<file path="config.mk">
export PLATFORM = sky130hd
export DESIGN_NAME = wiegand_frame_receiver
export DESIGN_NICKNAME = d
export VERILOG_FILES = /design/src/wfr_pkg.sv /design/src/wfr_cfg_regs.sv /design/src/wfr_input_stage.sv /design/src/wfr_frame_core.sv /design/src/wiegand_frame_receiver.sv
export SDC_FILE = /design/constraint.sdc
export NUM_CORES = 1
export LEC_CHECK = 0
export ABC_AREA = 1
export BUFFER_PORTS_ARGS = -buffer_cell sky130_fd_sc_hd__buf_2
export CORE_MARGIN = 2
export CORE_UTILIZATION = 30
export CTS_CLUSTER_DIAMETER = 150
export CTS_CLUSTER_SIZE = 30
export DETAILED_ROUTE_END_ITERATION = 8
export PLACE_DENSITY = 0.53
export SLEW_MARGIN = 20
export SYNTH_ARGS = -nofsm -noshare
export SYNTH_HDL_FRONTEND = slang
export SYNTH_HIERARCHICAL = 1
export SYNTH_SLANG_ARGS = --single-unit
</file>
<file path="constraint.sdc">
create_clock -name clk_i -period 8.63 [get_ports clk_i]
set_clock_uncertainty 0.05 [all_clocks]
set_input_delay 1.2945 -clock clk_i [delete_from_list [all_inputs] [get_ports clk_i]]
set_output_delay 1.2945 -clock clk_i [all_outputs]
set_load 0.02 [all_outputs]
</file>
<file path="src/wfr_pkg.sv">
`timescale 1ns / 1ps

package wfr_pkg;

  // Width of the frame shift register and of its bit pointer.
  localparam int WORD_BITS = 32;
  localparam int POS_W     = $clog2(WORD_BITS);

  // Configuration port geometry.
  localparam int CFG_IDX_W  = 3;
  localparam int CFG_DATA_W = 32;

  // Register indexes on the configuration port.
  localparam logic [CFG_IDX_W-1:0] REG_FRAME_LENGTH   = 3'd0;
  localparam logic [CFG_IDX_W-1:0] REG_EVEN_MASK      = 3'd1;
  localparam logic [CFG_IDX_W-1:0] REG_ODD_MASK       = 3'd2;
  localparam logic [CFG_IDX_W-1:0] REG_FACILITY_MASK  = 3'd3;
  localparam logic [CFG_IDX_W-1:0] REG_FACILITY_SHIFT = 3'd4;
  localparam logic [CFG_IDX_W-1:0] REG_USER_MASK      = 3'd5;
  localparam logic [CFG_IDX_W-1:0] REG_USER_SHIFT     = 3'd6;
  localparam logic [CFG_IDX_W-1:0] REG_TIMEOUT_TICKS  = 3'd7;

  // Reset values of the configuration registers.
  localparam logic [5:0]  RST_FRAME_LENGTH   = 6'd26;
  localparam logic [31:0] RST_EVEN_MASK      = 32'h01FF_E000;
  localparam logic [31:0] RST_ODD_MASK       = 32'h0000_1FFE;
  localparam logic [31:0] RST_FACILITY_MASK  = 32'h01FE_0000;
  localparam logic [4:0]  RST_FACILITY_SHIFT = 5'd17;
  localparam logic [31:0] RST_USER_MASK      = 32'h0001_FFFE;
  localparam logic [4:0]  RST_USER_SHIFT     = 5'd1;
  localparam logic [15:0] RST_TIMEOUT_TICKS  = 16'd20;

  // Input command codes.
  localparam logic CMD_BIT  = 1'b0;
  localparam logic CMD_TICK = 1'b1;

  // Result status codes.
  localparam logic STATUS_CARD_VALID = 1'b0;
  localparam logic STATUS_PARITY_ERR = 1'b1;

  typedef struct packed {
    logic command;
    logic bit_value;
  } in_word_t;

  typedef struct packed {
    logic        status;
    logic [15:0] facility_code;
    logic [15:0] user_id;
    logic [31:0] swipe_total;
    logic [31:0] parity_fail_total;
  } out_word_t;

  typedef struct packed {
    logic [5:0]  frame_length;
    logic [31:0] even_field_mask;
    logic [31:0] odd_field_mask;
    logic [31:0] facility_mask;
    logic [4:0]  facility_shift;
    logic [31:0] user_mask;
    logic [4:0]  user_shift;
    logic [15:0] timeout_ticks;
  } cfg_t;

  // Position of the first (top) bit of a frame for a given length.
  // A length of zero acts as one, a length above the word acts as the word.
  function automatic logic [POS_W-1:0] top_position(input logic [5:0] len);
    logic [POS_W-1:0] pos;
    if (len == 6'd0) begin
      pos = '0;
    end else if (32'(len) > WORD_BITS) begin
      pos = POS_W'(WORD_BITS - 1);
    end else begin
      pos = POS_W'(len - 6'd1);
    end
    return pos;
  endfunction

endpackage

</file>
<file path="src/wfr_cfg_regs.sv">
`timescale 1ns / 1ps

module wfr_cfg_regs (
  input  logic                          clk_i,
  input  logic                          rst_ni,
  input  logic                          cfg_we_i,
  input  logic [wfr_pkg::CFG_IDX_W-1:0] cfg_index_i,
  input  logic [wfr_pkg::CFG_DATA_W-1:0] cfg_wdata_i,
  output wfr_pkg::cfg_t                 cfg_o
);
  import wfr_pkg::*;

  cfg_t cfg_q;

  // Register file; each write updates the addressed register only.
  always_ff @(posedge clk_i or negedge rst_ni) begin
    if (!rst_ni) begin
      cfg_q.frame_length    <= RST_FRAME_LENGTH;
      cfg_q.even_field_mask <= RST_EVEN_MASK;
      cfg_q.odd_field_mask  <= RST_ODD_MASK;
      cfg_q.facility_mask   <= RST_FACILITY_MASK;
      cfg_q.facility_shift  <= RST_FACILITY_SHIFT;
      cfg_q.user_mask       <= RST_USER_MASK;
      cfg_q.user_shift      <= RST_USER_SHIFT;
      cfg_q.timeout_ticks   <= RST_TIMEOUT_TICKS;
    end else if (cfg_we_i) begin
      unique case (cfg_index_i)
        REG_FRAME_LENGTH:   cfg_q.frame_length    <= cfg_wdata_i[5:0];
        REG_EVEN_MASK:      cfg_q.even_field_mask <= cfg_wdata_i[31:0];
        REG_ODD_MASK:       cfg_q.odd_field_mask  <= cfg_wdata_i[31:0];
        REG_FACILITY_MASK:  cfg_q.facility_mask   <= cfg_wdata_i[31:0];
        REG_FACILITY_SHIFT: cfg_q.facility_shift  <= cfg_wdata_i[4:0];
        REG_USER_MASK:      cfg_q.user_mask       <= cfg_wdata_i[31:0];
        REG_USER_SHIFT:     cfg_q.user_shift      <= cfg_wdata_i[4:0];
        REG_TIMEOUT_TICKS:  cfg_q.timeout_ticks   <= cfg_wdata_i[15:0];
        default: ;
      endcase
    end
  end

  assign cfg_o = cfg_q;

endmodule

</file>
<file path="src/wfr_input_stage.sv">
`timescale 1ns / 1ps

module wfr_input_stage (
  input  logic              clk_i,
  input  logic              rst_ni,
  input  logic              in_valid_i,
  output logic              in_ready_o,
  input  wfr_pkg::in_word_t in_data_i,
  output logic              stage_valid_o,
  input  logic              stage_ready_i,
  output wfr_pkg::in_word_t stage_data_o
);
  import wfr_pkg::*;

  logic     valid_q, valid_d;
  in_word_t data_q;

  // The register takes a new word when it is empty or its word moves on.
  assign in_ready_o = !valid_q || stage_ready_i;

  always_comb begin
    valid_d = valid_q;
    if (in_ready_o) begin
      valid_d = in_valid_i;
    end
  end

  always_ff @(posedge clk_i or negedge rst_ni) begin
    if (!rst_ni) begin
      valid_q <= 1'b0;
    end else begin
      valid_q <= valid_d;
    end
  end

  always_ff @(posedge clk_i) begin
    if (in_ready_o && in_valid_i) begin
      data_q <= in_data_i;
    end
  end

  assign stage_valid_o = valid_q;
  assign stage_data_o  = data_q;

endmodule

</file>
<file path="src/wfr_frame_core.sv">
`timescale 1ns / 1ps

module wfr_frame_core (
  input  logic               clk_i,
  input  logic               rst_ni,
  input  wfr_pkg::cfg_t      cfg_i,
  input  logic               fire_i,
  input  wfr_pkg::in_word_t  data_i,
  output logic               res_valid_o,
  output wfr_pkg::out_word_t res_data_o
);
  import wfr_pkg::*;

  logic [WORD_BITS-1:0] word_q, word_d;
  logic [POS_W-1:0]     pos_q, pos_d;
  logic [15:0]          idle_q, idle_d;
  logic [31:0]          swipe_q, swipe_d;
  logic [31:0]          fail_q, fail_d;

  logic [POS_W-1:0]     top_pos;
  logic [WORD_BITS-1:0] shifted_word;
  logic                 even_ok, odd_ok, good;
  logic [WORD_BITS-1:0] fac_field, user_field;
  logic [15:0]          idle_inc, limit;

  assign top_pos = top_position(cfg_i.frame_length);

  // Frame word with the incoming bit placed at the current position.
  assign shifted_word = word_q | (WORD_BITS'(data_i.bit_value) << pos_q);

  // Leading even parity on the top bit, trailing odd parity on bit 0.
  assign even_ok = shifted_word[top_pos] ==
                   ^(shifted_word & WORD_BITS'(cfg_i.even_field_mask));
  assign odd_ok  = shifted_word[0] ==
                   ~^(shifted_word & WORD_BITS'(cfg_i.odd_field_mask));
  assign good    = even_ok && odd_ok;

  assign fac_field  = (shifted_word & WORD_BITS'(cfg_i.facility_mask)) >> cfg_i.facility_shift;
  assign user_field = (shifted_word & WORD_BITS'(cfg_i.user_mask)) >> cfg_i.user_shift;

  // Idle tick counter saturates; a zero timeout behaves as one tick.
  assign idle_inc = (idle_q == 16'hFFFF) ? idle_q : idle_q + 16'd1;
  assign limit    = (cfg_i.timeout_ticks == 16'd0) ? 16'd1 : cfg_i.timeout_ticks;

  // Next state and the result of the word being processed.
  always_comb begin
    word_d      = word_q;
    pos_d       = pos_q;
    idle_d      = idle_q;
    swipe_d     = swipe_q;
    fail_d      = fail_q;
    res_valid_o = 1'b0;
    if (fire_i) begin
      if (data_i.command == CMD_TICK) begin
        idle_d = idle_inc;
        if (idle_inc >= limit) begin
          word_d = '0;
          pos_d  = top_pos;
          idle_d = '0;
        end
      end else begin
        idle_d = '0;
        if (pos_q != '0) begin
          word_d = shifted_word;
          pos_d  = pos_q - POS_W'(1);
        end else begin
          res_valid_o = 1'b1;
          if (swipe_q != 32'hFFFF_FFFF) begin
            swipe_d = swipe_q + 32'd1;
          end
          if (!good && fail_q != 32'hFFFF_FFFF) begin
            fail_d = fail_q + 32'd1;
          end
          word_d = '0;
          pos_d  = top_pos;
        end
      end
    end
  end

  always_comb begin
    res_data_o.status            = good ? STATUS_CARD_VALID : STATUS_PARITY_ERR;
    res_data_o.facility_code     = good ? 16'(fac_field) : 16'd0;
    res_data_o.user_id           = good ? 16'(user_field) : 16'd0;
    res_data_o.swipe_total       = swipe_d;
    res_data_o.parity_fail_total = fail_d;
  end

  always_ff @(posedge clk_i or negedge rst_ni) begin
    if (!rst_ni) begin
      word_q  <= '0;
      pos_q   <= top_position(RST_FRAME_LENGTH);
      idle_q  <= '0;
      swipe_q <= '0;
      fail_q  <= '0;
    end else begin
      word_q  <= word_d;
      pos_q   <= pos_d;
      idle_q  <= idle_d;
      swipe_q <= swipe_d;
      fail_q  <= fail_d;
    end
  end

endmodule

</file>
<file path="src/wiegand_frame_receiver.sv">
`timescale 1ns / 1ps

// Wiegand frame receiver.
// Input channel (in_valid_i / in_ready_o / in_data_i): one word per D0/D1
// bit event or per millisecond tick. Bits arrive MSB first.
// Output channel (out_valid_o / out_ready_i / out_data_o): one word per
// completed frame with parity status, facility code, user id and the
// saturating swipe and parity-failure totals.
// Configuration: cfg_we_i writes cfg_wdata_i to register cfg_index_i in the
// same edge; write only while no word is in flight.
// Path: a frame's last bit passes the input register, then the result
// register, before it shows on the output.
// Throughput: one input word per cycle while out_ready_i does not stall; the
// frame logic between the input and result registers is a single combinational pass.
// Stalls: while a result waits for out_ready_i, the input register holds
// its word and in_ready_o drops once that register is full.
// Reset: all but the data registers load defaults, the frame restarts at the
// top position of a 26-bit frame, and both totals clear.
module wiegand_frame_receiver (
  input  logic                           clk_i,
  input  logic                           rst_ni,
  input  logic                           in_valid_i,
  output logic                           in_ready_o,
  input  wfr_pkg::in_word_t              in_data_i,
  output logic                           out_valid_o,
  input  logic                           out_ready_i,
  output wfr_pkg::out_word_t             out_data_o,
  input  logic                           cfg_we_i,
  input  logic [wfr_pkg::CFG_IDX_W-1:0]  cfg_index_i,
  input  logic [wfr_pkg::CFG_DATA_W-1:0] cfg_wdata_i
);
  import wfr_pkg::*;

  cfg_t      cfg;
  logic      stage_valid, stage_ready, fire;
  in_word_t  stage_data;
  logic      res_valid;
  out_word_t res_data;
  logic      out_valid_q, out_valid_d;
  out_word_t out_data_q;

  wfr_cfg_regs u_cfg (
    .clk_i       (clk_i),
    .rst_ni      (rst_ni),
    .cfg_we_i    (cfg_we_i),
    .cfg_index_i (cfg_index_i),
    .cfg_wdata_i (cfg_wdata_i),
    .cfg_o       (cfg)
  );

  wfr_input_stage u_in (
    .clk_i         (clk_i),
    .rst_ni        (rst_ni),
    .in_valid_i    (in_valid_i),
    .in_ready_o    (in_ready_o),
    .in_data_i     (in_data_i),
    .stage_valid_o (stage_valid),
    .stage_ready_i (stage_ready),
    .stage_data_o  (stage_data)
  );

  // A word is processed when the result register can take its result.
  assign stage_ready = !out_valid_q || out_ready_i;
  assign fire        = stage_valid && stage_ready;

  wfr_frame_core u_core (
    .clk_i       (clk_i),
    .rst_ni      (rst_ni),
    .cfg_i       (cfg),
    .fire_i      (fire),
    .data_i      (stage_data),
    .res_valid_o (res_valid),
    .res_data_o  (res_data)
  );

  // Result register.
  always_comb begin
    out_valid_d = out_valid_q;
    if (stage_ready) begin
      out_valid_d = res_valid;
    end
  end

  always_ff @(posedge clk_i or negedge rst_ni) begin
    if (!rst_ni) begin
      out_valid_q <= 1'b0;
    end else begin
      out_valid_q <= out_valid_d;
    end
  end

  always_ff @(posedge clk_i) begin
    if (res_valid) begin
      out_data_q <= res_data;
    end
  end

  assign out_valid_o = out_valid_q;
  assign out_data_o  = out_data_q;

endmodule
</file>
# Word level (Yosys, flattened, before mapping)
# Cells that the tools add are included.
# totals
input_bits	42
wordCells	101
output_inout_bits	99
register_bits	378
# classes
n_eq_ne	13
n_reduce_logical	24
addsub	5
n_shift	3
bitwise	5
n_mux	26
n_lt_le_gt_ge	3
# ops
operator	count
$mux 32	11
$and 32x32->32	4
$add 32x1->32 const B	2
$mux 16	4
$ne 32x32->1 const B	2
$shr 32x5->16	2
$or 32x32->32	1
$reduce_xnor 32->1	1
$reduce_xor 32->1	1
$shl 1x5->32	1
$mux 5	5
$reduce_and 2->1	9
$add 16x1->16 const B	1
$eq 16x16->1 const B	1
$ge 16x16->1	1
$logic_not 16->1	1
$eq 3x3->1 const B	4
$sub 5x1->5 const B	2
$eq 3x2->1 const B	2
$gt 6x6->1 const B	1
$logic_not 6->1	1
$lt 5x6->1 const B	1
$bmux 1 s5	1
$mux 1	5
8 further kinds	15

# Depth between registers and ports, before layout
# Gate-level depths: netlist of run 1.
# depth
ltp_word	13
mapped_depth	27
ltp_nobuf	26

# Hierarchy
# Netlist of run 1, hierarchy kept.
# modules_own_cells
module	n_inst	seq_area_each_um2	cells_per_inst	area_per_inst_um2
wfr_frame_core	1	2931.6	2010	12014.0
wfr_cfg_regs	1	4073.9	707	6292.3
wiegand_frame_receiver	1	2937.8	104	2961.6
wfr_input_stage	1	85.1	8	105.1

# Worst setup path after synthesis of run 1
# Ideal clock, no wire load.
# synth_path
path_type	input-to-reg
startpoint	input out_ready_i
endpoint	register out_data_q, in the netlist out_data_o[62], data pin
path_buffers	0
path_stages	14
required_ps	8317
slack_ps	3408
arrival_time_ps	4909
setup_time_ps	263
path_cell_list	inv_1 a21oi_1 inv_1 nor2_4 nand3_1 nor2_2 nand3_2 nor2_2 nand3_2 nor2_2 nand2_1 nor4_2 nand2_1 xnor2_1
# synth_rtl
element	line_no	text
start, declared	wiegand_frame_receiver.sv:26	input logic out_ready_i,
end signal, assigned	wiegand_frame_receiver.sv:94	out_data_q <= res_data;
end, declared	wiegand_frame_receiver.sv:40	out_word_t out_data_q;

# Final worst setup path of run 1
# layout_path
startpoint	register u_core.idle_q[0]
endpoint	register u_core.word_q[22]
# layout_via
elab_chain_cells	5
word_cells_on_any_way	6
classes_between	add/sub: 1; order compare: 1; eq/ne: 2; mux: 1; reduce/logical: 1
# layout_lines
element	line_no	text
start, declared	wfr_frame_core.sv:16	logic [15:0] idle_q, idle_d;
start signal, assigned	wfr_frame_core.sv:99	idle_q <= idle_d;
$add 16x1->16 or $eq 16x16->1 (tied branches)	wfr_frame_core.sv:42	assign idle_inc = (idle_q == 16'hFFFF) ? idle_q : idle_q + 16'd1;
$mux 16 (*)	wfr_frame_core.sv:42	
$ge 16x16->1 (*)	wfr_frame_core.sv:56	if (idle_inc >= limit) begin
$ne 2x1->1 (no line) (*)	n/a	
$reduce_and 2->1 (no line) (*)	n/a	
end signal, assigned	wfr_frame_core.sv:97	word_q <= word_d;
end, declared	wfr_frame_core.sv:14	logic [WORD_BITS-1:0] word_q, word_d;
# Every way passes the cells marked *; elsewhere a longest branch is shown, timed or not.
# A chain may end at the register's enable or synchronous reset.

==> metrics.csv, run 1 <==
metric,value,unit
track_usage,17.0,%
maxCapViolCount,0,
ir_drop,172,µV
syn_area,21400,µm²
post_drt_wl_per_cell,16.5,µm
max_freq,200,MHz
drc,0,
cp_max_fo,72,
synth.yosys.warnings,6,
place_congestion,0.882,
cts_hold_buf,0,
yosys.area.top_type_share,25.8,%
cp_common_cell,nor2_1,
final_core_util,33.3,%
drive_gt1_share,10.4,%
finalCritPeriodShare,58.0,%
htree_levels,1,
n_antenna_cell,0,
fp.dieW,271,µm
die_area,73400,µm²
cpLargestDelayFamily,simple AND/OR/NAND/NOR gates,
setup_tns,0,ps
hold_violations,0,
antenna_found_initial,1,
worst_setup_path_start_kind,flip-flop,
setup_viol,0,
ys_types,50,
arrival,5380,ps
cts_post_setup_buffers_inserted,0,
overflow,0,
cp.required,9000,ps
io_pins,141,
ys_ff_latch,378,
critPathMaxStageDelay,490,ps
viasPerCell,4.82,
grt_first_pass_wirelength,99.7,mm
clk_pin_slew_worst_paths,130,ps
power,5.02,mW
final_antenna_net_count,0,
rows,97,
tightestPinTransition,1030,ps
hp-start,u_cfg/cfg_o[102],
hp-class,flip-flop to flip-flop,
firstDrtPassIters,5,
final_nets,2956,
post-dp-hpwl,46.1,mm
syn_avg_cell_area,7.55,µm²
coreArea,70300,µm²
synthCells,2829,
start_util,30.4,%
n_fill_cell,7586,
worstSetupStartpoint,u_core/idle_q[0],
numPortBuffers,140,
grt_max_degree,163,
wl,63.3,mm
worstSetupPathType,flip-flop to flip-flop,
die_y,271,µm
num_vias,18500,
slowest_stage,nand3_1,
areaGrowthSynthToFinish,9.47,%
rsz0062_at_grt,false,
synth_edf_count,99,
synth_area_leader_cell,dfrtp_1,
ys.flop_type,dfrtp_1,
cts.sinks,378,
drtIter0Drc,1358,
path_buf_inv,4,
report.final.slew_viol_count,0,
synthTopCellsByArea,"dfrtp_1 26%, nand2_1 19%, edfxtp_1 14%",
status,"finished, final reports clean",
cts_resized,0,
grt_pass1_vias,17400,
cts_inserted_buffers,16,
fin_crit,5010,ps
slew_headroom,30.6,%
synth_nets,2892,
p_leak,10.9,nW
cts_root_buf,clkbuf_16,
synthArstFlopShare,73.8,%
r2r_start,u_core/idle_q[0],
clock_tree.buffer_depth,3,
critPathCaptureType,flip-flop,
p_per_area,214,nW/µm²
clock_latency,560,ps
seq_area_frac_synth,46.9,%
cts_tree,built,
==> where the power goes <==
part | internal (mW) | switching (mW) | total, mW
logic | 0.464 | 1.24 | 1.70
registers | 2.14 | 0.211 | 2.35
clock network | 0.380 | 0.585 | 0.965
==> metrics by stage <==
step	cells	area (µm²)	hold WS [ps]	setup WS (ps)
after floorplan	2829	21400	390	3410
after global placement	3815	22900	401	3630
after detailed placement	3815	22900	403	3620
after CTS	3843	23400	420	3590
after global routing	3843	23400	433	2900
final	3843	23400	420	3620
==> cell type report <==
class / instances / area, µm² / share of cell area [%]
clock buffer: 27 / 463 / 1.98
clock inverter: 1 / 16.3 / 0.0695
inverter: 271 / 1020 / 4.35
multi-input combinational: 2065 / 9810 / 41.9
sequential: 378 / 10000 / 42.9
tap: 940 / 1180 / 5.03
timing repair buffer: 161 / 881 / 3.76
==> cell usage after synthesis (48+ instances only) <==
master and count:
inv_1 250, o21ai_0 233, dfstp_2 59, nand2_1 1085
dfrtp_1 220, buf_2 48, nand4_1 64, edfxtp_1 99
a21oi_1 48, nand3_1 221, nor2_1 125, clkbuf_1 53
==> cells in the final DEF (no fill, tap or decap), drive strengths merged <==
cell / count
a211oi: 2
a21boi: 6
a21oi: 48
a221oi: 1
a22o: 1
a22oi: 1
a31oi: 12
a41o: 1
buf: 161
clkbuf: 27
clkinv: 13
dfrtp: 220
dfstp: 59
edfxtp: 99
ha: 21
inv: 259
mux2i: 16
nand2: 1091
nand3: 224
nand3b: 2
nand4: 66
nor2: 139
nor3: 55
nor3b: 1
nor4: 22
o211ai: 6
o21a: 5
o21ai: 235
o21bai: 5
o221ai: 4
o22ai: 28
o32ai: 1
or2: 1
xnor2: 26
xor2: 45
==> registers in the layout (all words and copies together) (netlist names) <==
register	count
u_cfg/cfg_o	160
out_data_o	97
u_core/fail_q	32
u_core/swipe_q	32
u_core/word_q	32
u_core/idle_q	16
u_core/pos_q	5
u_in/stage_data_o	2
out_valid_o	1
u_in/stage_valid_o	1
==> path summary, 6_finish.rpt <==
check,endpoint,slack (ps),cells past startpoint
worst min register to register,u_cfg/cfg_o[102],420,2
worst max-delay path,u_core/word_q[22],3620,25
min in group asynchronous,u_core/fail_q[24],620,1
worst min-delay path,u_cfg/cfg_o[102],420,2
max in group asynchronous,u_cfg/cfg_o[109],6620,2
worst max register to register,u_core/word_q[22],3620,25
==> worst reg2reg max path, stage by stage (launching register included) <==
cell and delay, ps:
dfrtp_1 370, ha_1 170, nand2_1 90, nor2_1 100
inv_1 60, nor4_1 400, inv_1 140, nor3_1 210
nand3_1 270, o21ai_0 300, ha_1 270, a21oi_1 140
o21ai_0 100, a21oi_1 130, o21bai_1 70, a21oi_1 130
nor2_1 50, nor2_1 90, nor2_1 50, o21bai_1 110
nand3_1 490, nand2_1 370, clkinv_1 100, buf_4 320
nand3_1 150, o21ai_0 140
==> metal layers <==
metal  vias to the layer above  global-route usage (%)  share of wire (%)
li1                       9326                       -                  -
met1                      8698                    23.8                 47
met4                         0                    3.36                1.8
met2                       420                    28.4                 47
met5                         -                       0                  0
met3                        62                    1.63                4.2
==> cells by family after synthesis <==
| logic type | Yosys count | synth area share, % |
|---|---|---|
| compound gates | 356 | 9.09 |
| xor+xnor | 71 | 2.91 |
| flops | 378 | 46.9 |
| fa+ha+maj | 21 | 1.23 |
| mux | 16 | 0.749 |
| buf+inv | 386 | 7.22 |
| simple gates | 1601 | 31.9 |
(Power assumes the default switching activity.)
==> run 2: changes to the inputs <==
==> constraint.sdc (replaced) <==
create_clock -name clk_i -period 4.7 [get_ports clk_i]
set_clock_uncertainty 0.05 [all_clocks]
set_input_delay 0.705 -clock clk_i [delete_from_list [all_inputs] [get_ports clk_i]]
set_output_delay 0.705 -clock clk_i [all_outputs]
set_load 0.02 [all_outputs]
==> metrics.csv, run 2 (synthesized netlist as in run 1, its figures left out) <==
metric,value,unit
viasPerCell,4.79,
cts.sinks,378,
coreArea,70300,µm²
setup_viol,0,
place_area,23100,µm²
met1Wirelength,29.6,mm
finalWorstSetupSlack,677,ps
rsz0062_at_grt,false,
cts_inserted_buffers,16,
grt_first_pass_wirelength,101,mm
drc,0,
antenna_found_initial,0,
clock_latency,550,ps
finalInstanceArea,23600,µm²
report.final.slew_viol_count,0,
worst_setup_path_start_kind,flip-flop,
final_nets,2983,
hp-class,input port to asynchronous set/reset pin,
drtIter0Drc,1316,
route.met2.wl,30.3,mm
cp_common_cell,nor2_1,
dp_slack,235,ps
cp.required,5070,ps
htree_levels,1,
post-dp-hpwl,47.4,mm
slowest_stage,dfrtp_1,
p_leak,11.0,nW
setup_tns,0,ps
place_congestion,0.882,
clock_tree.buffer_depth,3,
rows,97,
numPortBuffers,140,
clk_pin_slew_worst_paths,110,ps
die_y,271,µm
route.met3.wl,2.69,mm
slew_headroom,37.3,%
cp_max_fo,72,
areaGrowthSynthToFinish,10.6,%
status,"finished, final reports clean",
hold_violations,0,
tightestPinTransition,939,ps
ir_drop,270,µV
num_vias,18500,
drive_gt1_share,11.3,%
cts_resized,0,
p_per_area,396,nW/µm²
worstSetupPathType,flip-flop to flip-flop,
fp.dieW,271,µm
cts_hold_buf,0,
start_util,30.4,%
final_common_cell,nand2_1,
track_usage,17.2,%
power,9.36,mW
arrival,4390,ps
maxCapViolCount,0,
max_freq,249,MHz
largest_reg_flops,160,
instances_no_fill,3870,
grt_max_degree,86,
post_drt_wl_per_cell,16.5,µm
grt_pass1_vias,17800,
final_antenna_net_count,0,
io_pins,141,
cts_tree,built,
cts_root_buf,clkbuf_16,
finalCritPeriodShare,85.6,%
n_fill_cell,7556,
cts_post_setup_buffers_inserted,0,
wl,63.8,mm
fin_crit,4020,ps
die_area,73400,µm²
critPathCaptureType,flip-flop,
critPathMaxStageDelay,370,ps
highest_layer,met4,
n_antenna_cell,0,
final_cell_mix,"1,085 x nand2_1, 250 x inv_1, 232 x o21ai_0",
dp_cells,3842,
firstDrtPassIters,6,
overflow,0,
[run 2: report_power, final]
group          switching (mW)  internal (mW)  leakage [nW]
Clock                    1.07          0.696         0.228
Combinational            2.33          0.965          6.43
Sequential              0.361           3.93          4.36
[run 2: layout make-up]
| class | instances | area, µm² | share of cell area (%) |
|---|---|---|---|
| Sequential cell | 378 | 10000 | 42.4 |
| Multi-Input combinational cell | 2065 | 9830 | 41.6 |
| Tap cell | 940 | 1180 | 4.97 |
| Timing Repair Buffer | 188 | 1110 | 4.70 |
| Inverter | 271 | 1020 | 4.30 |
| Clock buffer | 27 | 463 | 1.96 |
| Clock inverter | 1 | 16.3 | 0.0688 |
[run 2: path summary, 6_finish.rpt]
check,from,endpoint,slack [ps],depth (start not counted)
max,u_core/idle_q[0],u_core/word_q[19],680,26
min,rst_ni,u_core/fail_q[17],90,1
max reg2reg,u_core/idle_q[0],u_core/word_q[19],680,26
min reg2reg,u_cfg/cfg_o[91],u_cfg/cfg_o[91],420,2
max in group asynchronous,rst_ni,u_core/swipe_q[14],3460,2
min in group clk_i,in_data_i[0],u_in/stage_data_o[0],330,1
[run 2: per-stage QoR]
stage | hold WS, ps | utilization, %
floorplan | 359 | -
global placement | 402 | 32.9
detailed placement | 404 | 32.9
CTS | 119 | 33.6
global route | 136 | 33.6
finish | 94.8 | 33.6
[run 2: routing by layer]
layer / vias to the layer above / GRT usage, %
met5: - / 0
met4: 0 / 3.24
met3: 60 / 2.23
met2: 377 / 29.0
met1: 8724 / 23.7
li1: 9388 / -
[run 2: critical path, delay by kind of cell (launching register included)]
kind                     cells  cell delay, ps
AO/OA/AOI/OAI                8             930
adder cells (fa/ha/maj)      2             460
buffers and inverters        4             530
flip-flops                   1             370
AND/OR/NAND/NOR             12            1530
